$ cat src/hw/rtl/dgds_pkg.sv
// Shared types, constants and stencil coefficients for the DG diffusion stencil.
`timescale 1ns / 1ps
`default_nettype none
package dgds_pkg;

  localparam int CELL_COEFFS = 2;
  // Three cells (left, centre, right) times the coefficients of each cell.
  localparam int TERMS = 3 * CELL_COEFFS;
  localparam int TERM_W = $clog2(TERMS);
  localparam logic [TERM_W-1:0] LAST_TERM = TERM_W'(TERMS - 1);

  localparam int COEF_W = 32;
  // Exact stencil sum of integer coefficients times Q16.16 values.
  localparam int ACC_W = 42;
  // Product magnitude after dropping 24 fraction bits.
  localparam int MAG_W = 51;
  // Signed value before saturation.
  localparam int VAL_W = 53;

  // Configuration register indexes.
  localparam logic [1:0] CFG_SCHEME = 2'd0;
  localparam logic [1:0] CFG_GAIN = 2'd1;
  localparam logic [1:0] CFG_ONLY_INC = 2'd2;

  // Stencil entries scaled by 4*dx^2, indexed [scheme][output row][term].
  // Terms run lower mean, lower slope, centre mean, centre slope, upper mean, upper slope.
  localparam logic signed [7:0] STENCIL [4][CELL_COEFFS][TERMS] = '{
    '{'{8'sd16, 8'sd8, -8'sd32, 8'sd8, 8'sd16, -8'sd16},
      '{-8'sd48, -8'sd24, 8'sd24, -8'sd96, 8'sd24, -8'sd24}},
    '{'{8'sd16, 8'sd16, -8'sd32, -8'sd8, 8'sd16, -8'sd8},
      '{-8'sd24, -8'sd24, -8'sd24, -8'sd96, 8'sd48, -8'sd24}},
    '{'{8'sd16, 8'sd12, -8'sd32, 8'sd0, 8'sd16, -8'sd12},
      '{-8'sd36, -8'sd24, 8'sd0, -8'sd96, 8'sd36, -8'sd24}},
    '{'{8'sd9, 8'sd5, -8'sd18, 8'sd0, 8'sd9, -8'sd5},
      '{-8'sd15, -8'sd7, 8'sd0, -8'sd46, 8'sd15, -8'sd7}}
  };

  typedef enum logic [2:0] {
    ST_IDLE,
    ST_ACC,
    ST_ABS,
    ST_MUL_LO,
    ST_MUL_HI,
    ST_COMBINE,
    ST_FINISH,
    ST_OUTPUT
  } state_t;

  typedef struct packed {
    logic              load;
    logic              acc_en;
    logic [TERM_W-1:0] term;
    logic              row;
    logic              abs_en;
    logic              mul_lo;
    logic              mul_hi;
    logic              combine;
    logic              finish;
    logic              out_load;
  } cmd_t;

  typedef struct packed {
    logic produce;
    logic out_full;
  } status_t;

endpackage
`default_nettype wire

$ cat src/hw/rtl/dg_diffusion_stencil_1d.sv
// Top level of the one-dimensional DG diffusion stencil with its configuration registers.
//
// Cells of a line arrive on the input channel (in_valid, in_stall, coef_mean, coef_slope,
// line_start), ghost cells included; line_start marks the first cell of a line and empties
// the three-cell window. The first two cells of a line only fill the window and give no
// result. Every later cell gives one result on the output channel (out_valid, out_stall,
// res_mean, res_slope) for the cell before it. Such a cell keeps the block busy: per
// output coefficient, the stencil multiply-accumulate over the six terms, then the shared
// 32x32 gain multiplier, rounding and saturation, and after both coefficients the load of
// the output register. The next cell is taken only once the result is loaded. The output
// register holds a result while out_stall is high; the block still takes non-producing
// cells and finishes the next result, then waits until the register frees. Configuration
// registers (scheme, gain, only_increment) are written through cfg_write_en, cfg_index and
// cfg_data; the user must write them only while the block is idle, which the block does
// not enforce. Index 3 is ignored. The synchronous reset clears the registers, the window
// fill count and both channels.
`timescale 1ns / 1ps
`default_nettype none
module dg_diffusion_stencil_1d (
  input  logic                                clk,
  input  logic                                rst,
  input  logic                                cfg_write_en,
  input  logic [1:0]                          cfg_index,
  input  logic [dgds_pkg::COEF_W-1:0]         cfg_data,
  input  logic                                in_valid,
  output logic                                in_stall,
  input  logic signed [dgds_pkg::COEF_W-1:0]  coef_mean,
  input  logic signed [dgds_pkg::COEF_W-1:0]  coef_slope,
  input  logic                                line_start,
  output logic                                out_valid,
  input  logic                                out_stall,
  output logic signed [dgds_pkg::COEF_W-1:0]  res_mean,
  output logic signed [dgds_pkg::COEF_W-1:0]  res_slope
);

  logic [1:0] scheme;
  logic signed [dgds_pkg::COEF_W-1:0] gain;
  logic only_increment;
  dgds_pkg::cmd_t cmd;
  dgds_pkg::status_t status;

  always_ff @(posedge clk) begin
    if (rst) begin
      scheme <= '0;
      gain <= '0;
      only_increment <= 1'b0;
    end else if (cfg_write_en) begin
      case (cfg_index)
        dgds_pkg::CFG_SCHEME:   scheme <= cfg_data[1:0];
        dgds_pkg::CFG_GAIN:     gain <= $signed(cfg_data);
        dgds_pkg::CFG_ONLY_INC: only_increment <= cfg_data[0];
        default: ;
      endcase
    end
  end

  dgds_ctrl u_ctrl (
    .clk      (clk),
    .rst      (rst),
    .in_valid (in_valid),
    .in_stall (in_stall),
    .status   (status),
    .cmd      (cmd)
  );

  dgds_datapath u_datapath (
    .clk            (clk),
    .rst            (rst),
    .cmd            (cmd),
    .status         (status),
    .scheme         (scheme),
    .gain           (gain),
    .only_increment (only_increment),
    .coef_mean      (coef_mean),
    .coef_slope     (coef_slope),
    .line_start     (line_start),
    .out_stall      (out_stall),
    .out_valid      (out_valid),
    .res_mean       (res_mean),
    .res_slope      (res_slope)
  );

  // A cell that only fills the window leaves the input side open in the next cycle.
  assert property (@(posedge clk) disable iff (rst)
    (in_valid && !in_stall && !status.produce) |=> !in_stall)
    else $error("input closed after a window-fill transfer");

  // A cell that yields a result occupies the block.
  assert property (@(posedge clk) disable iff (rst)
    (in_valid && !in_stall && status.produce) |=> in_stall)
    else $error("input open while a result is computed");

  // The output register only becomes valid through a load from the controller.
  assert property (@(posedge clk) disable iff (rst)
    $rose(out_valid) |-> $past(cmd.out_load))
    else $error("result appeared without a load");

  // A load never overwrites a result that is still held by a stalled receiver.
  assert property (@(posedge clk) disable iff (rst)
    cmd.out_load |-> !(out_valid && out_stall))
    else $error("held result overwritten");

endmodule
`default_nettype wire

$ cat src/hw/rtl/dgds_ctrl.sv
// Controller state machine that sequences the stencil datapath for one cell.
`timescale 1ns / 1ps
`default_nettype none
module dgds_ctrl (
  input  logic               clk,
  input  logic               rst,
  input  logic               in_valid,
  output logic               in_stall,
  input  dgds_pkg::status_t  status,
  output dgds_pkg::cmd_t     cmd
);

  dgds_pkg::state_t state, state_next;
  logic [dgds_pkg::TERM_W-1:0] term, term_next;
  logic row, row_next;

  always_ff @(posedge clk) begin
    if (rst) begin
      state <= dgds_pkg::ST_IDLE;
      term <= '0;
      row <= 1'b0;
    end else begin
      state <= state_next;
      term <= term_next;
      row <= row_next;
    end
  end

  always_comb begin
    state_next = state;
    term_next = term;
    row_next = row;
    case (state)
      dgds_pkg::ST_IDLE: begin
        if (in_valid && status.produce) begin
          state_next = dgds_pkg::ST_ACC;
          term_next = '0;
          row_next = 1'b0;
        end
      end
      dgds_pkg::ST_ACC: begin
        if (term == dgds_pkg::LAST_TERM) begin
          term_next = '0;
          state_next = dgds_pkg::ST_ABS;
        end else begin
          term_next = term + 1'b1;
        end
      end
      dgds_pkg::ST_ABS:     state_next = dgds_pkg::ST_MUL_LO;
      dgds_pkg::ST_MUL_LO:  state_next = dgds_pkg::ST_MUL_HI;
      dgds_pkg::ST_MUL_HI:  state_next = dgds_pkg::ST_COMBINE;
      dgds_pkg::ST_COMBINE: state_next = dgds_pkg::ST_FINISH;
      dgds_pkg::ST_FINISH: begin
        if (row) begin
          row_next = 1'b0;
          state_next = dgds_pkg::ST_OUTPUT;
        end else begin
          row_next = 1'b1;
          state_next = dgds_pkg::ST_ACC;
        end
      end
      dgds_pkg::ST_OUTPUT: begin
        if (!status.out_full) begin
          state_next = dgds_pkg::ST_IDLE;
        end
      end
      default: state_next = dgds_pkg::ST_IDLE;
    endcase
  end

  always_comb begin
    cmd = '0;
    cmd.term = term;
    cmd.row = row;
    in_stall = 1'b1;
    case (state)
      dgds_pkg::ST_IDLE: begin
        in_stall = 1'b0;
        cmd.load = in_valid;
      end
      dgds_pkg::ST_ACC:     cmd.acc_en = 1'b1;
      dgds_pkg::ST_ABS:     cmd.abs_en = 1'b1;
      dgds_pkg::ST_MUL_LO:  cmd.mul_lo = 1'b1;
      dgds_pkg::ST_MUL_HI:  cmd.mul_hi = 1'b1;
      dgds_pkg::ST_COMBINE: cmd.combine = 1'b1;
      dgds_pkg::ST_FINISH:  cmd.finish = 1'b1;
      dgds_pkg::ST_OUTPUT:  cmd.out_load = !status.out_full;
      default: cmd = '0;
    endcase
  end

endmodule
`default_nettype wire

$ cat src/hw/rtl/dgds_datapath.sv
// Datapath: cell window, stencil accumulator, shared gain multiplier and output register.
`timescale 1ns / 1ps
`default_nettype none
module dgds_datapath (
  input  logic                                clk,
  input  logic                                rst,
  input  dgds_pkg::cmd_t                      cmd,
  output dgds_pkg::status_t                   status,
  input  logic [1:0]                          scheme,
  input  logic signed [dgds_pkg::COEF_W-1:0]  gain,
  input  logic                                only_increment,
  input  logic signed [dgds_pkg::COEF_W-1:0]  coef_mean,
  input  logic signed [dgds_pkg::COEF_W-1:0]  coef_slope,
  input  logic                                line_start,
  input  logic                                out_stall,
  output logic                                out_valid,
  output logic signed [dgds_pkg::COEF_W-1:0]  res_mean,
  output logic signed [dgds_pkg::COEF_W-1:0]  res_slope
);

  localparam int CW = dgds_pkg::COEF_W;
  localparam int AW = dgds_pkg::ACC_W;
  localparam int MW = dgds_pkg::MAG_W;
  localparam int VW = dgds_pkg::VAL_W;
  localparam int PW = CW + 8;
  localparam logic signed [VW-1:0] V_MAX = {{(VW-CW+1){1'b0}}, {(CW-1){1'b1}}};
  localparam logic signed [VW-1:0] V_MIN = {{(VW-CW+1){1'b1}}, {(CW-1){1'b0}}};
  localparam logic [2*CW-1:0] ROUND_HALF = (2*CW)'(64'h80_0000);

  logic signed [CW-1:0] win_mean [2];
  logic signed [CW-1:0] win_slope [2];
  logic [1:0] fill_count;
  logic [1:0] fill_eff;
  logic signed [CW-1:0] work_mean [3];
  logic signed [CW-1:0] work_slope [3];

  logic signed [CW-1:0] operand;
  logic signed [7:0] coef;
  logic signed [PW-1:0] term_prod;
  logic signed [AW-1:0] acc;

  logic [CW-1:0] a_mag;
  logic [AW-1:0] b_mag;
  logic neg;
  logic [CW-1:0] mul_b;
  logic [2*CW-1:0] mul_p;
  logic [2*CW-1:0] plo;
  logic [AW-1:0] phi;
  logic [MW-1:0] lo_rnd;
  logic [MW-1:0] mag;

  logic signed [CW-1:0] center;
  logic signed [VW-1:0] base;
  logic signed [VW-1:0] mag_ext;
  logic signed [VW-1:0] v;
  logic signed [CW-1:0] sat;
  logic signed [CW-1:0] hold_mean;
  logic signed [CW-1:0] hold_slope;

  // A line start empties the window before the arriving cell is taken.
  assign fill_eff = line_start ? 2'd0 : fill_count;

  always_comb begin
    status.produce = (fill_eff == 2'd2);
    status.out_full = out_valid && out_stall;
  end

  always_ff @(posedge clk) begin
    if (rst) begin
      fill_count <= 2'd0;
    end else if (cmd.load && !status.produce) begin
      fill_count <= fill_eff + 2'd1;
    end
  end

  always_ff @(posedge clk) begin
    if (cmd.load) begin
      if (status.produce) begin
        work_mean[0] <= win_mean[0];
        work_mean[1] <= win_mean[1];
        work_mean[2] <= coef_mean;
        work_slope[0] <= win_slope[0];
        work_slope[1] <= win_slope[1];
        work_slope[2] <= coef_slope;
        win_mean[0] <= win_mean[1];
        win_mean[1] <= coef_mean;
        win_slope[0] <= win_slope[1];
        win_slope[1] <= coef_slope;
      end else begin
        if (line_start) begin
          win_mean[1] <= '0;
          win_slope[1] <= '0;
        end
        win_mean[fill_eff[0]] <= coef_mean;
        win_slope[fill_eff[0]] <= coef_slope;
      end
    end
  end

  always_comb begin
    case (cmd.term)
      3'd0:    operand = work_mean[0];
      3'd1:    operand = work_slope[0];
      3'd2:    operand = work_mean[1];
      3'd3:    operand = work_slope[1];
      3'd4:    operand = work_mean[2];
      3'd5:    operand = work_slope[2];
      default: operand = '0;
    endcase
  end

  assign coef = dgds_pkg::STENCIL[scheme][cmd.row][cmd.term];
  assign term_prod = coef * operand;

  always_ff @(posedge clk) begin
    if (cmd.acc_en) begin
      if (cmd.term == '0) begin
        acc <= AW'(term_prod);
      end else begin
        acc <= acc + AW'(term_prod);
      end
    end
  end

  // Sign and magnitude form for the gain product; rounding is on the magnitude.
  always_ff @(posedge clk) begin
    if (cmd.abs_en) begin
      a_mag <= gain[CW-1] ? (~gain + 1'b1) : gain;
      b_mag <= acc[AW-1] ? (~acc + 1'b1) : acc;
      neg <= gain[CW-1] ^ acc[AW-1];
    end
  end

  // One 32x32 multiplier takes the low word of the sum first, then its high bits.
  assign mul_b = cmd.mul_hi ? CW'(b_mag[AW-1:CW]) : b_mag[CW-1:0];
  assign mul_p = a_mag * mul_b;

  always_ff @(posedge clk) begin
    if (cmd.mul_lo) begin
      plo <= mul_p;
    end
    if (cmd.mul_hi) begin
      phi <= mul_p[AW-1:0];
      lo_rnd <= MW'((plo + ROUND_HALF) >> 24);
    end
    if (cmd.combine) begin
      mag <= MW'({phi, 8'b0}) + lo_rnd;
    end
  end

  always_comb begin
    center = cmd.row ? work_slope[1] : work_mean[1];
    base = only_increment ? '0 : VW'(center);
    mag_ext = $signed({{(VW-MW){1'b0}}, mag});
    v = neg ? (base - mag_ext) : (base + mag_ext);
    if (v > V_MAX) begin
      sat = V_MAX[CW-1:0];
    end else if (v < V_MIN) begin
      sat = V_MIN[CW-1:0];
    end else begin
      sat = v[CW-1:0];
    end
  end

  always_ff @(posedge clk) begin
    if (cmd.finish) begin
      if (cmd.row) begin
        hold_slope <= sat;
      end else begin
        hold_mean <= sat;
      end
    end
  end

  always_ff @(posedge clk) begin
    if (rst) begin
      out_valid <= 1'b0;
    end else if (cmd.out_load) begin
      out_valid <= 1'b1;
    end else if (!out_stall) begin
      out_valid <= 1'b0;
    end
  end

  always_ff @(posedge clk) begin
    if (cmd.out_load) begin
      res_mean <= hold_mean;
      res_slope <= hold_slope;
    end
  end

endmodule
`default_nettype wire

$ cat config.mk
export PLATFORM = sky130hd
export DESIGN_NAME = dg_diffusion_stencil_1d
export DESIGN_NICKNAME = d
export VERILOG_FILES = /design/src/hw/rtl/dgds_pkg.sv /design/src/hw/rtl/dg_diffusion_stencil_1d.sv /design/src/hw/rtl/dgds_ctrl.sv /design/src/hw/rtl/dgds_datapath.sv
export SDC_FILE = /design/constraint.sdc
export NUM_CORES = 2
export LEC_CHECK = 0
export BUFFER_PORTS_ARGS = -buffer_cell sky130_fd_sc_hd__clkbuf_2
export CELL_PAD_IN_SITES_DETAIL_PLACEMENT = 0
export CELL_PAD_IN_SITES_GLOBAL_PLACEMENT = 2
export CORE_MARGIN = 2
export CORE_UTILIZATION = 39
export CTS_BUF_LIST = sky130_fd_sc_hd__clkbuf_4 sky130_fd_sc_hd__clkbuf_8 sky130_fd_sc_hd__clkbuf_16
export CTS_CLUSTER_SIZE = 20
export DETAILED_ROUTE_END_ITERATION = 12
export MAX_ROUTING_LAYER = met4
export PLACE_DENSITY_LB_ADDON = 0.1
export SYNTH_ARGS = -nofsm -noshare
export SYNTH_HDL_FRONTEND = slang
export SYNTH_SLANG_ARGS = --single-unit
export TNS_END_PERCENT = 1
$ cat constraint.sdc
create_clock -name clk -period 11.4 [get_ports clk]
set_clock_uncertainty 0.1 [all_clocks]
set_input_delay 1.14 -clock clk [delete_from_list [all_inputs] [get_ports clk]]
set_output_delay 1.14 -clock clk [all_outputs]
set_load 0.02 [all_outputs]
==> summary.md <==
| Metric | Value |
|---|---|
| Power Total | `between 0.006 and 0.007 W` |
| Most frequent cells in the layout | `inv_1 (1315), fa_1 (1098), nand2_1 (1081), edfxtp_1 (739), ha_1 (477)` |
| Post-Synthesis Cell Area | `about 80000 um^2` |
| First-pass GRT wire length | `around 370000 um` |
| Setup TNS | `0 ns` |
| Worst flop-to-flop path endpoint | `u_datapath.plo[60]` |
| Worst R2R Start | `u_ctrl.state[2]` |
| Drt first-iter violations | `roughly 4100` |
| WL/cell | `roughly 22 um` |
| Storage element area | `around 23000 um^2` |
| Min-delay worst type | `reg2reg` |
| DRC | `0` |
| Final hold viol count | `0` |
| Crit. End Element | `flop` |
| Max-cap check violation count | `0` |
| RD Place Congestion | `roughly 0.9` |
| Cells resized by post-CTS repair | `0` |
| Number of synthesized flops with an enable pin | `~740` |
| Ratio of cells with drive above 1 in the final layout | `around 8%` |
| Max Fclk | `around 94 MHz` |
| Synth warn | `0` |
| GRT busiest layer | `met2` |
| CTS root buf | `clkbuf_16` |
| Most common cell on crit path | `fa_1` |
| CP max stage delay | `0.75 ns` |
| Initial antenna violation count | `16` |
| Final setup vio count | `0` |
| Vias in the first global route | `slightly below 60000` |
| Die area | `~210000 um^2` |
| Hold EP | `u_datapath.work_slope[0][5]` |
| FF-to-FF path depth | `29` |
| GR Overflow Total | `0` |
| Leakage | `38.0 nW` |
| Cells after synthesis | `~8000` |
| Period utilization | `93.0%` |
| CP startpoint kind | `flop` |
| Clock Pin Slew Worst Setup and Hold Paths | `roughly 0.060 ns` |
| GR met2 Demand/Resource | `38.8%` |
| #FFs+latches synth | `~800` |
| All-layer global routing usage | `a little under a quarter` |
| Syn avg cell area | `between 10 and 15 um^2` |
| Slew @ Worst Pin | `1.48 ns` |
| Vias | `around 56000` |
| Leading cell type in the layout, fill and taps excluded | `inv_1` |
| I/O Pins | `170` |
| Relative slew slack | `1.19%` |
| Slowest CP cell | `mux2_2` |
| Worst-skew pair later-pin latency | `roughly 0.7 ns` |
| Met3 Use GR | `under 10%` |
| Fill count | `20000` |
| Clock sinks | `784` |
| PortBufs | `169` |
| Hold Crit Depth | `0` |
| Met1 Use GR | `approximately a third` |
| CTS HTree Levels | `3` |
| WL final | `239000 um` |
| Seq/Total Area, Yosys | `about 29%` |
| Antenna Nets Post-Route | `0` |
| TritonRoute pass-1 iters | `8` |
| CTS Buf Count | `between 80 and 90` |
| Peak VDD IR | `~0.00011 V` |
| Nets | `between 9000 and 10000` |
| Area of the multi-input gates | `around 51000 um^2` |
| CP Class | `reg2reg` |
| Outcome | `finished, final reports clean` |
| CP required | `11.72 ns` |
| Fin. max-slew vios | `0` |
| Die width | `between 400 and 500 um` |
| Die Y | `457 um` |
| DPL Wire Length | `189000 um` |
| RSZ-0062 raised after global routing | `no` |
| Top FF cell, synth | `edfxtp_1` |
| Minimum clock period | `roughly 11 ns` |
| Hold Buf Count CTS | `0` |
| Area Overhead vs Synth | `8.83%` |
| Core area | `between 200000 and 250000 um^2` |
| Fin util | `between 40% and 50%` |
| CP Max Fanout | `27` |
| Arrival @ worst endpoint | `10.92 ns` |
| HP Start | `u_datapath.win_slope[0][5]` |
| Initial Utilization | `just under 40%` |
| Vias per cell | `~5.2` |
| Clock Path Buffers | `3` |
| Standard-cell rows | `between 150 and 200` |
| Power per cell area | `78.6 nW/um^2` |
| Yosys cell types | `85` |
| # Post-CTS Setup Buffers | `0` |
| Worst reg2reg setup slack | `0.80 ns` |
| Synth async-reset ratio | `0%` |
| CTS tree | `built` |
| Largest net degree at the start of global routing | `roughly 170` |
| Syn Nets | `~9700` |
registers in the layout (all words and copies together), names as in the netlist, 2 cells and up:
signal                 count
u_datapath.hold_slope     32
u_datapath.res_slope      32
u_datapath.hold_mean      32
u_datapath.work_mean      96
u_ctrl.state               3
u_ctrl.term                3
u_datapath.fill_count      2
u_datapath.a_mag          32
u_datapath.b_mag          42
u_datapath.win_mean       64
u_datapath.res_mean       32
scheme                     2
u_datapath.lo_rnd         40
u_datapath.acc            42
u_datapath.work_slope     96
u_datapath.plo            41
u_datapath.mag            51
u_datapath.phi            42
gain                      32
u_datapath.win_slope      64
where the power goes:
group          internal [W]  total, W  leakage [nW]  switching, W
Combinational      0.000279  0.000747          29.5      0.000467
Clock               0.00162   0.00283          1.41       0.00121
Sequential          0.00324   0.00327          7.12     0.0000348
cell type report:
type                            instances  share of cell area, %
Tap cell                             2688                   3.86
Timing Repair Buffer                  319                   2.32
Multi-Input combinational cell       5531                   58.3
Clock buffer                          108                   2.73
Antenna cell                            9                 0.0258
Inverter                             1317                   5.67
Clock inverter                         45                  0.540
Sequential cell                       784                   26.5
critical path, delay by kind of cell, from the launching register on:
| kind | cells | cell delay, ns |
|---|---|---|
| buf+inv | 5 | 1.00 |
| xor+xnor | 1 | 0.11 |
| fa+ha+maj | 9 | 4.38 |
| compound gates | 10 | 2.57 |
| simple gates | 3 | 0.78 |
| mux | 1 | 0.75 |
| flops | 1 | 0.63 |
synthesized netlist by cell type, types with 8 or more instances:
cell type | n | share of area, %
nor2_1 | 451 | 2.1
mux2i_1 | 73 | 0.91
buf_2 | 8 | 0.050
o311ai_0 | 8 | 0.088
a21oi_1 | 319 | 2.0
inv_1 | 1316 | 6.2
a211o_1 | 8 | 0.088
mux2_2 | 80 | 1.1
o211ai_1 | 45 | 0.42
a22oi_1 | 23 | 0.22
dfxtp_1 | 45 | 1.1
o21a_1 | 38 | 0.36
a211oi_1 | 30 | 0.28
a21boi_0 | 8 | 0.075
nor3_1 | 64 | 0.40
nand4_1 | 46 | 0.36
xnor2_1 | 269 | 2.9
xor2_1 | 92 | 1.0
nand2_1 | 1081 | 5.1
or2_2 | 39 | 0.30
o21ai_0 | 196 | 1.2
clkbuf_1 | 344 | 1.6
nor4_1 | 14 | 0.11
a31oi_1 | 35 | 0.27
and2_1 | 296 | 2.3
nor3b_1 | 10 | 0.094
or4_1 | 20 | 0.19
nor2b_1 | 107 | 0.84
o41ai_1 | 13 | 0.14
and4_1 | 9 | 0.098
and3_1 | 48 | 0.38
a22o_1 | 26 | 0.28
a21o_1 | 118 | 1.1
ha_1 | 477 | 7.5
edfxtp_1 | 739 | 28
o31ai_1 | 43 | 0.40
buf_1 | 15 | 0.070
nand2b_1 | 63 | 0.49
or3_1 | 28 | 0.22
fa_1 | 1098 | 27
nand3_1 | 85 | 0.53
a221oi_1 | 27 | 0.30
o21bai_1 | 34 | 0.32
through the flow:
step                      cell area, um^2  worst slack [ns]  instances  hold slack, ns
after global routing                87100            0.0694      10800           0.314
final                               87100             0.799      10800           0.307
after detailed placement            84300             0.740      10600           0.305
after CTS                           87100             0.735      10800           0.302
after floorplan                     80100             0.697       7999           0.300
after global placement              84300             0.937      10600           0.300
per-layer routing:
layer / wire length (um) / vias to the layer above
met3: 9990 / 231
met1: 108000 / 28900
li1: - / 25900
met4: 4990 / 0
met5: 0 / -
met2: 116000 / 1109
logic make-up after synthesis:
kind of cell | share of synthesized area [%]
DFF | 28.8
xor gates and xnor gates | 3.95
and+or+nand+nor | 13.9
buffers and inverters | 7.91
muxes | 2.04
AOI/OAI and AO/OA | 8.50
adders and majority gates | 34.9
how the worst max path moves through the flow:
| stage | startpoint | endpoint | depth (start not counted) |
|---|---|---|---|
| final | u_ctrl.state[2] | u_datapath.plo[60] | 29 |
| after global routing | u_ctrl.state[2] | u_datapath.plo[61] | 30 |
| after CTS | u_ctrl.state[2] | u_datapath.plo[60] | 29 |
| after detailed placement | u_ctrl.state[2] | u_datapath.plo[60] | 29 |
| after global placement | u_ctrl.state[2] | u_datapath.plo[60] | 26 |
| after floorplan | u_ctrl.state[1] | u_datapath.plo[60] | 30 |
Power figures use the tool's default switching activity.
